===== config.mk =====
export PLATFORM = sky130hd
export DESIGN_NAME = indexed_sequence_store_core
export DESIGN_NICKNAME = d
export VERILOG_FILES = /design/src/iss_pkg.sv /design/src/indexed_sequence_store_core.sv /design/src/iss_ctrl.sv /design/src/iss_datapath.sv
export SDC_FILE = /design/constraint.sdc
export NUM_CORES = 2
export LEC_CHECK = 0
export BUFFER_PORTS_ARGS = -buffer_cell sky130_fd_sc_hd__buf_2
export CAP_MARGIN = 10
export CORE_MARGIN = 2
export CORE_UTILIZATION = 40
export DETAILED_ROUTE_END_ITERATION = 10
export GPL_TIMING_DRIVEN = 0
export RECOVER_POWER = 50
export SLEW_MARGIN = 20
export SYNTH_ARGS = -nofsm -noshare
export SYNTH_HDL_FRONTEND = slang
export SYNTH_SLANG_ARGS = --single-unit

===== constraint.sdc =====
create_clock -name i_clk -period 7.3 [get_ports i_clk]
set_clock_uncertainty 0.2 [all_clocks]
set_input_delay 1.46 -clock i_clk [delete_from_list [all_inputs] [get_ports i_clk]]
set_output_delay 1.46 -clock i_clk [all_outputs]
set_load 0.1 [all_outputs]

===== src/iss_pkg.sv =====
`timescale 1ns / 1ps
// Shared types and constants for the indexed sequence store.
// Used by iss_ctrl, iss_datapath and indexed_sequence_store_core; no dependencies.
package iss_pkg;

    localparam int CAPACITY = 64;
    localparam int ADDR_W   = $clog2(CAPACITY);
    localparam int CNT_W    = $clog2(CAPACITY + 1);
    localparam int MODE_W   = 3;
    localparam int POS_W    = 16;
    localparam int VALUE_W  = 32;
    localparam int LEN_W    = 11;

    typedef enum logic [MODE_W-1:0] {
        MODE_READ     = 3'd0,
        MODE_INS_HEAD = 3'd1,
        MODE_INS_TAIL = 3'd2,
        MODE_INS_POS  = 3'd3,
        MODE_DELETE   = 3'd4
    } t_mode;

    typedef enum logic [1:0] {
        OP_REJECT = 2'd0,
        OP_READ   = 2'd1,
        OP_INSERT = 2'd2,
        OP_DELETE = 2'd3
    } t_op;

    typedef struct packed {
        logic load;
        logic shift;
        logic rd;
        logic put;
        logic done;
    } t_ctrl_cmd;

    typedef struct packed {
        t_op  new_op;
        t_op  op;
        logic shift_done;
    } t_dp_stat;

endpackage


===== src/indexed_sequence_store_core.sv =====
`timescale 1ns / 1ps
// Indexed sequence store: a word is taken when start is high and busy is low, and one
// result word follows, marked by o_strobe for one cycle; the receiver cannot stall.
// A refused word goes to the done state, a read through the read state, and an insert
// or a delete through the shift state, one entry per cycle through the memory port; an
// insert then writes its item. The next word is taken in the cycle the strobe is shown.
// Reset (synchronous, active low) empties the store, clears o_strobe and idles the FSM.
module indexed_sequence_store_core import iss_pkg::*; (
    input  logic                      i_clk,
    input  logic                      i_rst_n,
    input  logic                      start,
    output logic                      busy,
    input  logic [MODE_W-1:0]         i_mode,
    input  logic signed [POS_W-1:0]   i_position,
    input  logic signed [VALUE_W-1:0] i_item_value,
    output logic                      o_strobe,
    output logic signed [VALUE_W-1:0] o_read_value,
    output logic                      o_read_valid,
    output logic                      o_rejected,
    output logic [LEN_W-1:0]          o_list_length
);

    t_ctrl_cmd cmd;
    t_dp_stat  stat;

    iss_ctrl u_ctrl (
        .i_clk   (i_clk),
        .i_rst_n (i_rst_n),
        .start   (start),
        .i_stat  (stat),
        .o_cmd   (cmd),
        .busy    (busy)
    );

    iss_datapath u_datapath (
        .i_clk         (i_clk),
        .i_rst_n       (i_rst_n),
        .i_cmd         (cmd),
        .i_mode        (i_mode),
        .i_position    (i_position),
        .i_item_value  (i_item_value),
        .o_stat        (stat),
        .o_read_value  (o_read_value),
        .o_read_valid  (o_read_valid),
        .o_rejected    (o_rejected),
        .o_list_length (o_list_length),
        .o_strobe      (o_strobe)
    );

endmodule


===== src/iss_ctrl.sv =====
`timescale 1ns / 1ps
// Controller state machine of the indexed sequence store.
// Depends on iss_pkg; drives the datapath through t_ctrl_cmd and reads t_dp_stat.
module iss_ctrl import iss_pkg::*; (
    input  logic      i_clk,
    input  logic      i_rst_n,
    input  logic      start,
    input  t_dp_stat  i_stat,
    output t_ctrl_cmd o_cmd,
    output logic      busy
);

    typedef enum logic [4:0] {
        S_IDLE  = 5'b00001,
        S_READ  = 5'b00010,
        S_SHIFT = 5'b00100,
        S_PUT   = 5'b01000,
        S_DONE  = 5'b10000
    } t_state;

    t_state r_state;
    t_state n_state;

    always_ff @(posedge i_clk) begin
        if (!i_rst_n) begin
            r_state <= S_IDLE;
        end else begin
            r_state <= n_state;
        end
    end

    always_comb begin
        n_state = r_state;
        o_cmd   = '0;
        case (r_state)
            S_IDLE: begin
                if (start) begin
                    o_cmd.load = 1'b1;
                    case (i_stat.new_op)
                        OP_READ:   n_state = S_READ;
                        OP_INSERT: n_state = S_SHIFT;
                        OP_DELETE: n_state = S_SHIFT;
                        default:   n_state = S_DONE;
                    endcase
                end
            end
            S_READ: begin
                o_cmd.rd = 1'b1;
                n_state  = S_DONE;
            end
            S_SHIFT: begin
                o_cmd.shift = 1'b1;
                if (i_stat.shift_done) begin
                    n_state = (i_stat.op == OP_INSERT) ? S_PUT : S_DONE;
                end
            end
            S_PUT: begin
                o_cmd.put = 1'b1;
                n_state   = S_DONE;
            end
            S_DONE: begin
                o_cmd.done = 1'b1;
                n_state    = S_IDLE;
            end
            default: begin
                n_state = S_IDLE;
            end
        endcase
    end

    assign busy = (r_state != S_IDLE);

endmodule


===== src/iss_datapath.sv =====
`timescale 1ns / 1ps
// Datapath of the indexed sequence store: request decode, entry memory,
// shift engine, length register and result registers. Depends on iss_pkg.
module iss_datapath import iss_pkg::*; (
    input  logic                      i_clk,
    input  logic                      i_rst_n,
    input  t_ctrl_cmd                 i_cmd,
    input  logic [MODE_W-1:0]         i_mode,
    input  logic signed [POS_W-1:0]   i_position,
    input  logic signed [VALUE_W-1:0] i_item_value,
    output t_dp_stat                  o_stat,
    output logic signed [VALUE_W-1:0] o_read_value,
    output logic                      o_read_valid,
    output logic                      o_rejected,
    output logic [LEN_W-1:0]          o_list_length,
    output logic                      o_strobe
);

    logic [VALUE_W-1:0] mem [CAPACITY];

    logic [CNT_W-1:0]   r_count;
    t_op                r_op;
    logic [ADDR_W-1:0]  r_at;
    logic [VALUE_W-1:0] r_val;
    logic [ADDR_W-1:0]  r_src;
    logic [ADDR_W-1:0]  r_wr_addr;
    logic [CNT_W-1:0]   r_remain;
    logic               r_wr_pend;
    logic [VALUE_W-1:0] r_rdata;
    logic [VALUE_W-1:0] r_out_value;
    logic               r_out_valid;
    logic               r_out_rej;
    logic [CNT_W-1:0]   r_out_len;
    logic               r_strobe;

    logic [CNT_W-1:0]   n_count;

    // Request decode.
    logic              pos_neg;
    logic [POS_W-1:0]  pos_u;
    logic [POS_W-1:0]  cnt_ext;
    logic              in_range;
    logic              full;
    t_op               dec_op;
    logic [ADDR_W-1:0] dec_at;

    assign pos_neg  = i_position[POS_W-1];
    assign pos_u    = POS_W'(unsigned'(i_position));
    assign cnt_ext  = POS_W'(r_count);
    assign in_range = !pos_neg && (pos_u < cnt_ext);
    assign full     = (r_count == CNT_W'(CAPACITY));

    always_comb begin
        dec_op = OP_REJECT;
        dec_at = pos_u[ADDR_W-1:0];
        case (i_mode)
            MODE_READ: begin
                dec_op = in_range ? OP_READ : OP_REJECT;
            end
            MODE_INS_HEAD: begin
                dec_op = full ? OP_REJECT : OP_INSERT;
                dec_at = '0;
            end
            MODE_INS_TAIL: begin
                dec_op = full ? OP_REJECT : OP_INSERT;
                dec_at = r_count[ADDR_W-1:0];
            end
            MODE_INS_POS: begin
                if ((!pos_neg && (pos_u > cnt_ext)) || full) begin
                    dec_op = OP_REJECT;
                end else begin
                    dec_op = OP_INSERT;
                end
                if (pos_neg) begin
                    dec_at = '0;
                end
            end
            MODE_DELETE: begin
                dec_op = in_range ? OP_DELETE : OP_REJECT;
            end
            default: begin
                dec_op = OP_REJECT;
            end
        endcase
    end

    // Memory port selection: one write and one read per cycle.
    logic               shift_rd;
    logic               mem_we;
    logic [ADDR_W-1:0]  mem_wa;
    logic [VALUE_W-1:0] mem_wd;
    logic               mem_re;
    logic [ADDR_W-1:0]  mem_ra;

    assign shift_rd = i_cmd.shift && (r_remain != '0);
    assign mem_we   = (i_cmd.shift && r_wr_pend) || i_cmd.put;
    assign mem_wa   = i_cmd.put ? r_at : r_wr_addr;
    assign mem_wd   = i_cmd.put ? r_val : r_rdata;
    assign mem_re   = i_cmd.rd || shift_rd;
    assign mem_ra   = i_cmd.rd ? r_at : r_src;

    // The shift read and the write-back never address the same word.
    always_ff @(posedge i_clk) begin
        if (mem_we) begin
            mem[mem_wa] <= mem_wd;
        end
        if (mem_re) begin
            r_rdata <= mem[mem_ra];
        end
    end

    // Request registers and shift engine.
    always_ff @(posedge i_clk) begin
        if (i_cmd.load) begin
            r_op  <= dec_op;
            r_at  <= dec_at;
            r_val <= i_item_value;
            if (dec_op == OP_INSERT) begin
                r_remain <= r_count - CNT_W'(dec_at);
                r_src    <= r_count[ADDR_W-1:0] - ADDR_W'(1);
            end else begin
                r_remain <= r_count - CNT_W'(dec_at) - CNT_W'(1);
                r_src    <= dec_at + ADDR_W'(1);
            end
        end else if (shift_rd) begin
            r_remain <= r_remain - CNT_W'(1);
            if (r_op == OP_INSERT) begin
                r_wr_addr <= r_src + ADDR_W'(1);
                r_src     <= r_src - ADDR_W'(1);
            end else begin
                r_wr_addr <= r_src - ADDR_W'(1);
                r_src     <= r_src + ADDR_W'(1);
            end
        end
    end

    always_ff @(posedge i_clk) begin
        if (!i_rst_n) begin
            r_wr_pend <= 1'b0;
        end else if (i_cmd.load) begin
            r_wr_pend <= 1'b0;
        end else if (i_cmd.shift) begin
            r_wr_pend <= shift_rd;
        end
    end

    always_comb begin
        n_count = r_count;
        case (r_op)
            OP_INSERT: n_count = r_count + CNT_W'(1);
            OP_DELETE: n_count = r_count - CNT_W'(1);
            default:   n_count = r_count;
        endcase
    end

    always_ff @(posedge i_clk) begin
        if (!i_rst_n) begin
            r_count  <= '0;
            r_strobe <= 1'b0;
        end else begin
            r_strobe <= i_cmd.done;
            if (i_cmd.done) begin
                r_count <= n_count;
            end
        end
    end

    always_ff @(posedge i_clk) begin
        if (i_cmd.done) begin
            r_out_value <= (r_op == OP_READ) ? r_rdata : '0;
            r_out_valid <= (r_op == OP_READ);
            r_out_rej   <= (r_op == OP_REJECT);
            r_out_len   <= n_count;
        end
    end

    assign o_stat.new_op     = dec_op;
    assign o_stat.op         = r_op;
    assign o_stat.shift_done = (r_remain == '0) && !r_wr_pend;

    assign o_read_value  = signed'(r_out_value);
    assign o_read_valid  = r_out_valid;
    assign o_rejected    = r_out_rej;
    assign o_list_length = LEN_W'(r_out_len);
    assign o_strobe      = r_strobe;

endmodule


* Yosys cells after proc, flatten, opt, wreduce, memory -nomap -nowiden
Memories as Yosys holds them, arrays and structs flattened. A register that Yosys moved wholly into a read port is not among the register bits.
Cells that the tools add are included.
** Storage, ports and cells
- Output and inout port bits :: 47
- Word-level logic and storage cells :: 100
- Bits of input ports :: 54
- Register bits :: 114
- Memory bits (writable) :: 2048
- Memories kept :: 1
** Memory list
- u_datapath.mem :: depth 64, width 32, read ports 1, clocked after memory_dff 1, wr ports 1, RTL line iss_datapath.sv:19 : logic [VALUE_W-1:0] mem [CAPACITY];
** Operators by class
- Reductions and logical operators :: 21
- Multiplexer cells :: 32
- Order comparisons :: 2
- Eq/ne operators :: 19
- Bitwise operators :: 2
- $add $sub $neg :: 9
** Operators by type and width (number)
- $mux W6 :: 8
- $mux W32 :: 1
- $mux W7 :: 3
- $sub A7 B1 Y7 const B :: 3
- $pmux W6 S3 :: 1
- $gt A16 B7 Y1 :: 1
- $lt A16 B7 Y1 :: 1
- $mux W5 :: 3
- $pmux W5 S3 :: 1
- $pmux W7 S2 :: 1
- $add A6 B1 Y6 const B :: 2
- $sub A6 B1 Y6 const B :: 2
- $pmux W5 S2 :: 1
- $mux W1 :: 9
- $eq A2 B2 Y1 const B :: 4
- $pmux W2 S4 :: 1
- $reduce_or A2 Y1 :: 4
- $add A7 B1 Y7 const B :: 1
- $eq A7 B7 Y1 const B :: 1
- $logic_not A7 Y1 :: 1
- $reduce_bool A7 Y1 :: 1
- $sub A7 B6 Y7 :: 1
- $eq A3 B2 Y1 const B :: 2
- $mux W2 :: 3
- other kinds (18) :: 29

* Depth between registers and ports, before layout
- Word-level depth :: 10
- Gate-level depth with buffers :: 15
- Mapped depth without buffers :: 13

* Cells and area by module
Synthesis repeated with hierarchy kept, for this count alone.
** Second synthesis, totals
- Cells, all modules :: 8595
- Area total of the unflattened synthesis :: 104114.9 µm²
** By module, submodules not included
- iss_datapath :: cells each 8557, seq. area each 65643.0 µm², area an instance 103785.8 µm², instances 1
- iss_ctrl :: cells each 38, seq. area each 100.1 µm², area an instance 329.1 µm², instances 1

* Least setup slack after synthesis
Ideal clock, no wire load.
- Path kind :: input to register
- From :: in i_mode[1]
- To :: reg u_datapath.r_remain[6], data pin
- Library setup time :: 0.262 ns
- Stages :: 14
- Buffers on the path :: 1
- Setup slack :: 2.608 ns
- Arrival time :: 4.230 ns
- Data required time :: 6.838 ns
- Cells stage by stage :: clkbuf_1 nor2b_1 a21oi_1 o2bb2ai_1 inv_1 ha_1 nor2b_1 o21a_1 o21ai_0 a21oi_1 a2111oi_0 and3b_1 and4_1 nor3_1
** On the way
- Cells in the longest elaborated chain, start to end :: 6
- Elaborated cells on any way between the ends :: 13
- Those cells by class :: 2 x add/sub; 5 x eq/ne; 4 x mux; 2 x reduce/logical
** Ends and longest elaborated chain
- from (decl) :: RTL line indexed_sequence_store_core.sv:13 : input logic [MODE_W-1:0] i_mode,
- $eq A3 B2 Y1 / $eq A3 B1 Y1 (equally long branches) :: RTL line iss_datapath.sv:56 : case (i_mode)
- $pmux W6 S3 * :: RTL line iss_datapath.sv:56
- via u_datapath.dec_at[1] :: RTL line iss_datapath.sv:45 : logic [ADDR_W-1:0] dec_at;
- $sub A7 B6 Y7 * :: RTL line iss_datapath.sv:119, iss_datapath.sv:122
- $sub A7 B1 Y7 :: RTL line iss_datapath.sv:122 : r_remain <= r_count - CNT_W'(dec_at) - CNT_W'(1);
- $mux W7 * :: RTL line iss_datapath.sv:118 : if (dec_op == OP_INSERT) begin
- $mux W7 * :: RTL line iss_datapath.sv:114 : if (i_cmd.load) begin
- to (signal assigned) :: RTL line iss_datapath.sv:119 : r_remain <= r_count - CNT_W'(dec_at);
- to (signal assigned) :: RTL line iss_datapath.sv:122
- to (signal assigned) :: RTL line iss_datapath.sv:126 : r_remain <= r_remain - CNT_W'(1);
- to (decl) :: RTL line iss_datapath.sv:27 : logic [CNT_W-1:0] r_remain;
Mark *: on every way through the listed nets, which the timed path passes. The rest lies on a longest branch.
A chain may end at the register's enable or synchronous reset.

* Final worst setup path
- From :: reg u_ctrl.r_state[4]
- To :: mem u_datapath.mem[0][9], data pin
** On the way
- Cells in the longest elaborated chain, start to end :: 3
** Ends and longest elaborated chain
- from (decl) :: RTL line iss_ctrl.sv:21 : t_state r_state;
- from (signal assigned) :: RTL line iss_ctrl.sv:28 : r_state <= n_state;
- $eq A5 B4 Y1 :: RTL line iss_ctrl.sv:35 : case (r_state)
- $mux W1 :: RTL line iss_ctrl.sv:35
- $mux W32 :: RTL line iss_datapath.sv:98 : assign mem_wd = i_cmd.put ? r_val : r_rdata;
- via u_datapath.mem_wd[9] :: RTL line iss_datapath.sv:91 : logic [VALUE_W-1:0] mem_wd;
- to (decl) :: RTL line iss_datapath.sv:19
The timed path passes the listed nets, and every way through them passes these cells.

==> reports/metrics.yaml <==
outcome:
  outcome: "finished, violations left"
  violations: "max-capacitance violations, max-slew violations"
route:
  vias: 58474
  first_pass_iters: 9
  ant_nets: 0
  wl_per_cell_um: 37.74
  drcViolationCount: 0
  totalWireLength_mm: 344.2
  drt_iter0_drc: 11647
  vias_per_cell: 6.410
clock_tree:
  htree_levels: 4
  clock_latency_ns: 0.88
  cts_setup_buffers: 0
  cts_resized: 0
  clk_pin_slew_ns: 0.06
  cts_tree: "yes"
  numCtsBuffers: 210
  cts_root_buffer: "clkbuf_16"
  clk_path_buf_depth: 3
  hold_buffers: 0
  cts_sinks: 2194
critical_path:
  cpMostUsedCell: "clkbuf_1"
  crit_arrival_ns: 7.04
  cp-end-kind: "flop"
  rr_worst_depth: 8
  critPathMaxStageDelay_ns: 1.91
  path_class: "reg -> reg"
  worstPathRequired_ns: 7.36
  crit_buf_inv: 4
  crit_cells: 8
  r2r_setup_slack_ns: 0.33
  cpMaxStageDelayCell: "nand2_1"
  path_max_fanout: 64
  startpoint_type: "flop"
  crit_chain: "or3_1 -> clkbuf_1 -> nor3b_1 -> clkbuf_1 -> clkbuf_1 -> clkbuf_1 -> nand2_1 -> nand2_1"
  cpLargestDelayFamily: "simple AND/OR/NAND/NOR gates"
power:
  power.switching_mw: 7.774
  p_seq_frac: 0.482
  power.share.clock: 0.383
  ir_drop_uv: 249.3
  swShare: 0.2719
  internal-power_mw: 20.82
  p_leak_nw: 33.67
  p_per_area_nw_per_um2: 282.1
  p_comb_frac: 0.134
sta:
  max_freq_mhz: 143.4
  slew_headroom: -1.279
  hold_viol_final: 0
  maxSlewViolCount: 989
  fin_crit_sh: 0.9551
  rsz0062_at_grt: "false"
  setup_slack_ns: 0.3280
  worst_pin_slew_ns: 3.418
  period_minus_slack_ns: 6.972
  setup_viol: 0
run:
  maxCapViolCount: 53
synth:
  synth_top_area_share: 0.7527
  synth-seq-cells: 2194
  syn_avg_cell_area_um2: 15.58
  synthDistinctLibCells: 83
  yosysWarnings: 0
  synth-async-reset-ratio: 0
  syn_inst: 5581
  synth-main-ff-cell: "edfxtp_1"
  synth_top_area_cell: "edfxtp_1"
  synth_edf_count: 2180
  ys_seq_area_frac: 0.7560
  netlist_area_um2: 86970
  synth_area_leaders: "edfxtp_1 75%, mux2i_1 4.5%, nand2_1 4.4%, mux4_2 2.2%, nand3_1 1.4%"
global_routing:
  grt_pass1_wl_mm: 455.8
  grt_max_degree: 65
  first_global_vias: 53671
  grt_overflow_total: 0
  antenna_found_initial: 23
  grt_use_total: 0.3030
floorplan:
  fp.dieW_um: 470.3
  core_um2: 216700
  die_area_um2: 221200
  initial_core_util: 0.4013
  fp.dieH_um: 470.3
  fp-row-count: 171
  pin_count: 101
hold_path:
  holdCritPathClass: "reg -> reg"
  whs_path_depth: 1
layout:
  multi_input_area_um2: 19650
  post-route-util: 0.4676
  fill_cells: 18429
  areaGrowthSynthToFinish_pct: 16.53
  drive_gt1_frac: 0.1320
  fin_nets: 6162
  final_cells: 9122
  seq_area_um2: 65740
place:
  gp_congestion: 0.9469
  pre_cts_slack_ns: 1.474
  hpwl_mm: 242.5
  dp.cells: 8719
  io_buffers: 94
## state kept, by name (all words and copies together), names as in the netlist, 2 cells and up
signal / cells
u_datapath.mem: 2048
u_datapath.o_read_value: 32
u_datapath.r_rdata: 32
u_datapath.r_val: 32
u_datapath.r_count: 7
u_datapath.r_out_len: 7
u_datapath.r_remain: 7
u_datapath.r_at: 6
u_datapath.r_src: 6
u_datapath.r_wr_addr: 6
u_ctrl.r_state: 5
u_datapath.r_op: 2
## per-layer routing
| layer | share of wire | track usage |
|---|---|---|
| met1 | 0.35 | 0.3915 |
| met2 | 0.42 | 0.4386 |
| met3 | 0.15 | 0.1006 |
| met4 | 0.078 | 0.1918 |
| met5 | 0.00093 | 0.003894 |
## power by group through the flow
stage,Combinational [mW],Sequential (mW),Clock (mW)
floorplan,1.86,14.1,0
global placement,3.59,14.1,0
detailed placement,3.65,14.1,0
CTS,3.66,13.8,10.9
global route,3.84,13.8,11.4
finish,3.85,13.8,11.0
## cells in the mapped netlist (all sizes together), types with 27 or more instances
library cell / count
nand4: 90
clkbuf: 136
o221ai: 64
a31oi: 68
o21ai: 85
nor3: 37
a32oi: 53
mux4: 85
nor2: 117
mux2i: 389
nor4: 37
a211oi: 43
buf: 192
inv: 35
xnor2: 27
nand2: 1034
and3: 43
a21oi: 211
and2: 35
edfxtp: 2180
o22ai: 97
nand3: 248
## cells in the final DEF, fill, tap and decap left out, types with 66 or more instances in the layout
master,synthesis,layout
mux2i_1,389,388
o22ai_1,97,97
clkbuf_1,136,279
buf_16,0,66
a21oi_1,210,208
clkbuf_16,0,212
nand4_1,90,90
edfxtp_1,2180,2180
buf_2,91,144
nand3_1,248,248
o21ai_0,78,78
a31oi_1,68,66
nor2_1,116,83
nand2_1,1031,1019
mux4_2,85,85
## final cells by class
type / instances / area share
sequential: 2194 / 0.6487
clock buffer: 260 / 0.05413
timing repair buffer: 284 / 0.03545
multi-input combinational: 3027 / 0.1939
clock inverter: 128 / 0.01264
buffer: 328 / 0.01836
tap: 2854 / 0.03524
antenna: 12 / 0.0002963
inverter: 35 / 0.001296
## metrics by stage
stage                     area, um2  setup TNS, ns  total power, mW  hold slack, ns
final                        101300              0            28.59          0.2548
after global routing         101300              0            28.99          0.2969
after CTS                    103000              0            28.37          0.2489
after detailed placement      96180              0            17.71          0.2705
after global placement        91020         -42.06            17.65          0.2607
after floorplan               86980              0            15.92          0.2367
## cells by family (layout without fill, tap and decap cells)
group,Yosys count,after routing,synth area share
AND/OR/NAND/NOR,1719,1719,0.08733
adder cells (fa/ha/maj),28,28,0.004201
AO/OA/AOI/OAI,759,759,0.05833
multiplexers,483,483,0.06795
XOR/XNOR,34,34,0.003424
buffers and inverters,363,1035,0.02277
other,1,16,0.00004312
flip-flops,2194,2194,0.7560
## worst paths after layout
| kind | endpoint | from |
|---|---|---|
| worst min-delay path | u_ctrl.r_state[3]$_SDFFE_PN0P_ | u_datapath.r_wr_pend$_SDFFE_PP0N_ |
| worst max register to register | u_datapath.mem[0][9]$_DFFE_PP_ | u_ctrl.r_state[4]$_SDFFE_PN0P_ |
| worst max-delay path | u_datapath.mem[0][9]$_DFFE_PP_ | u_ctrl.r_state[4]$_SDFFE_PN0P_ |
| worst min register to register | u_ctrl.r_state[3]$_SDFFE_PN0P_ | u_datapath.r_wr_pend$_SDFFE_PP0N_ |
(Power assumes the default switching activity.)
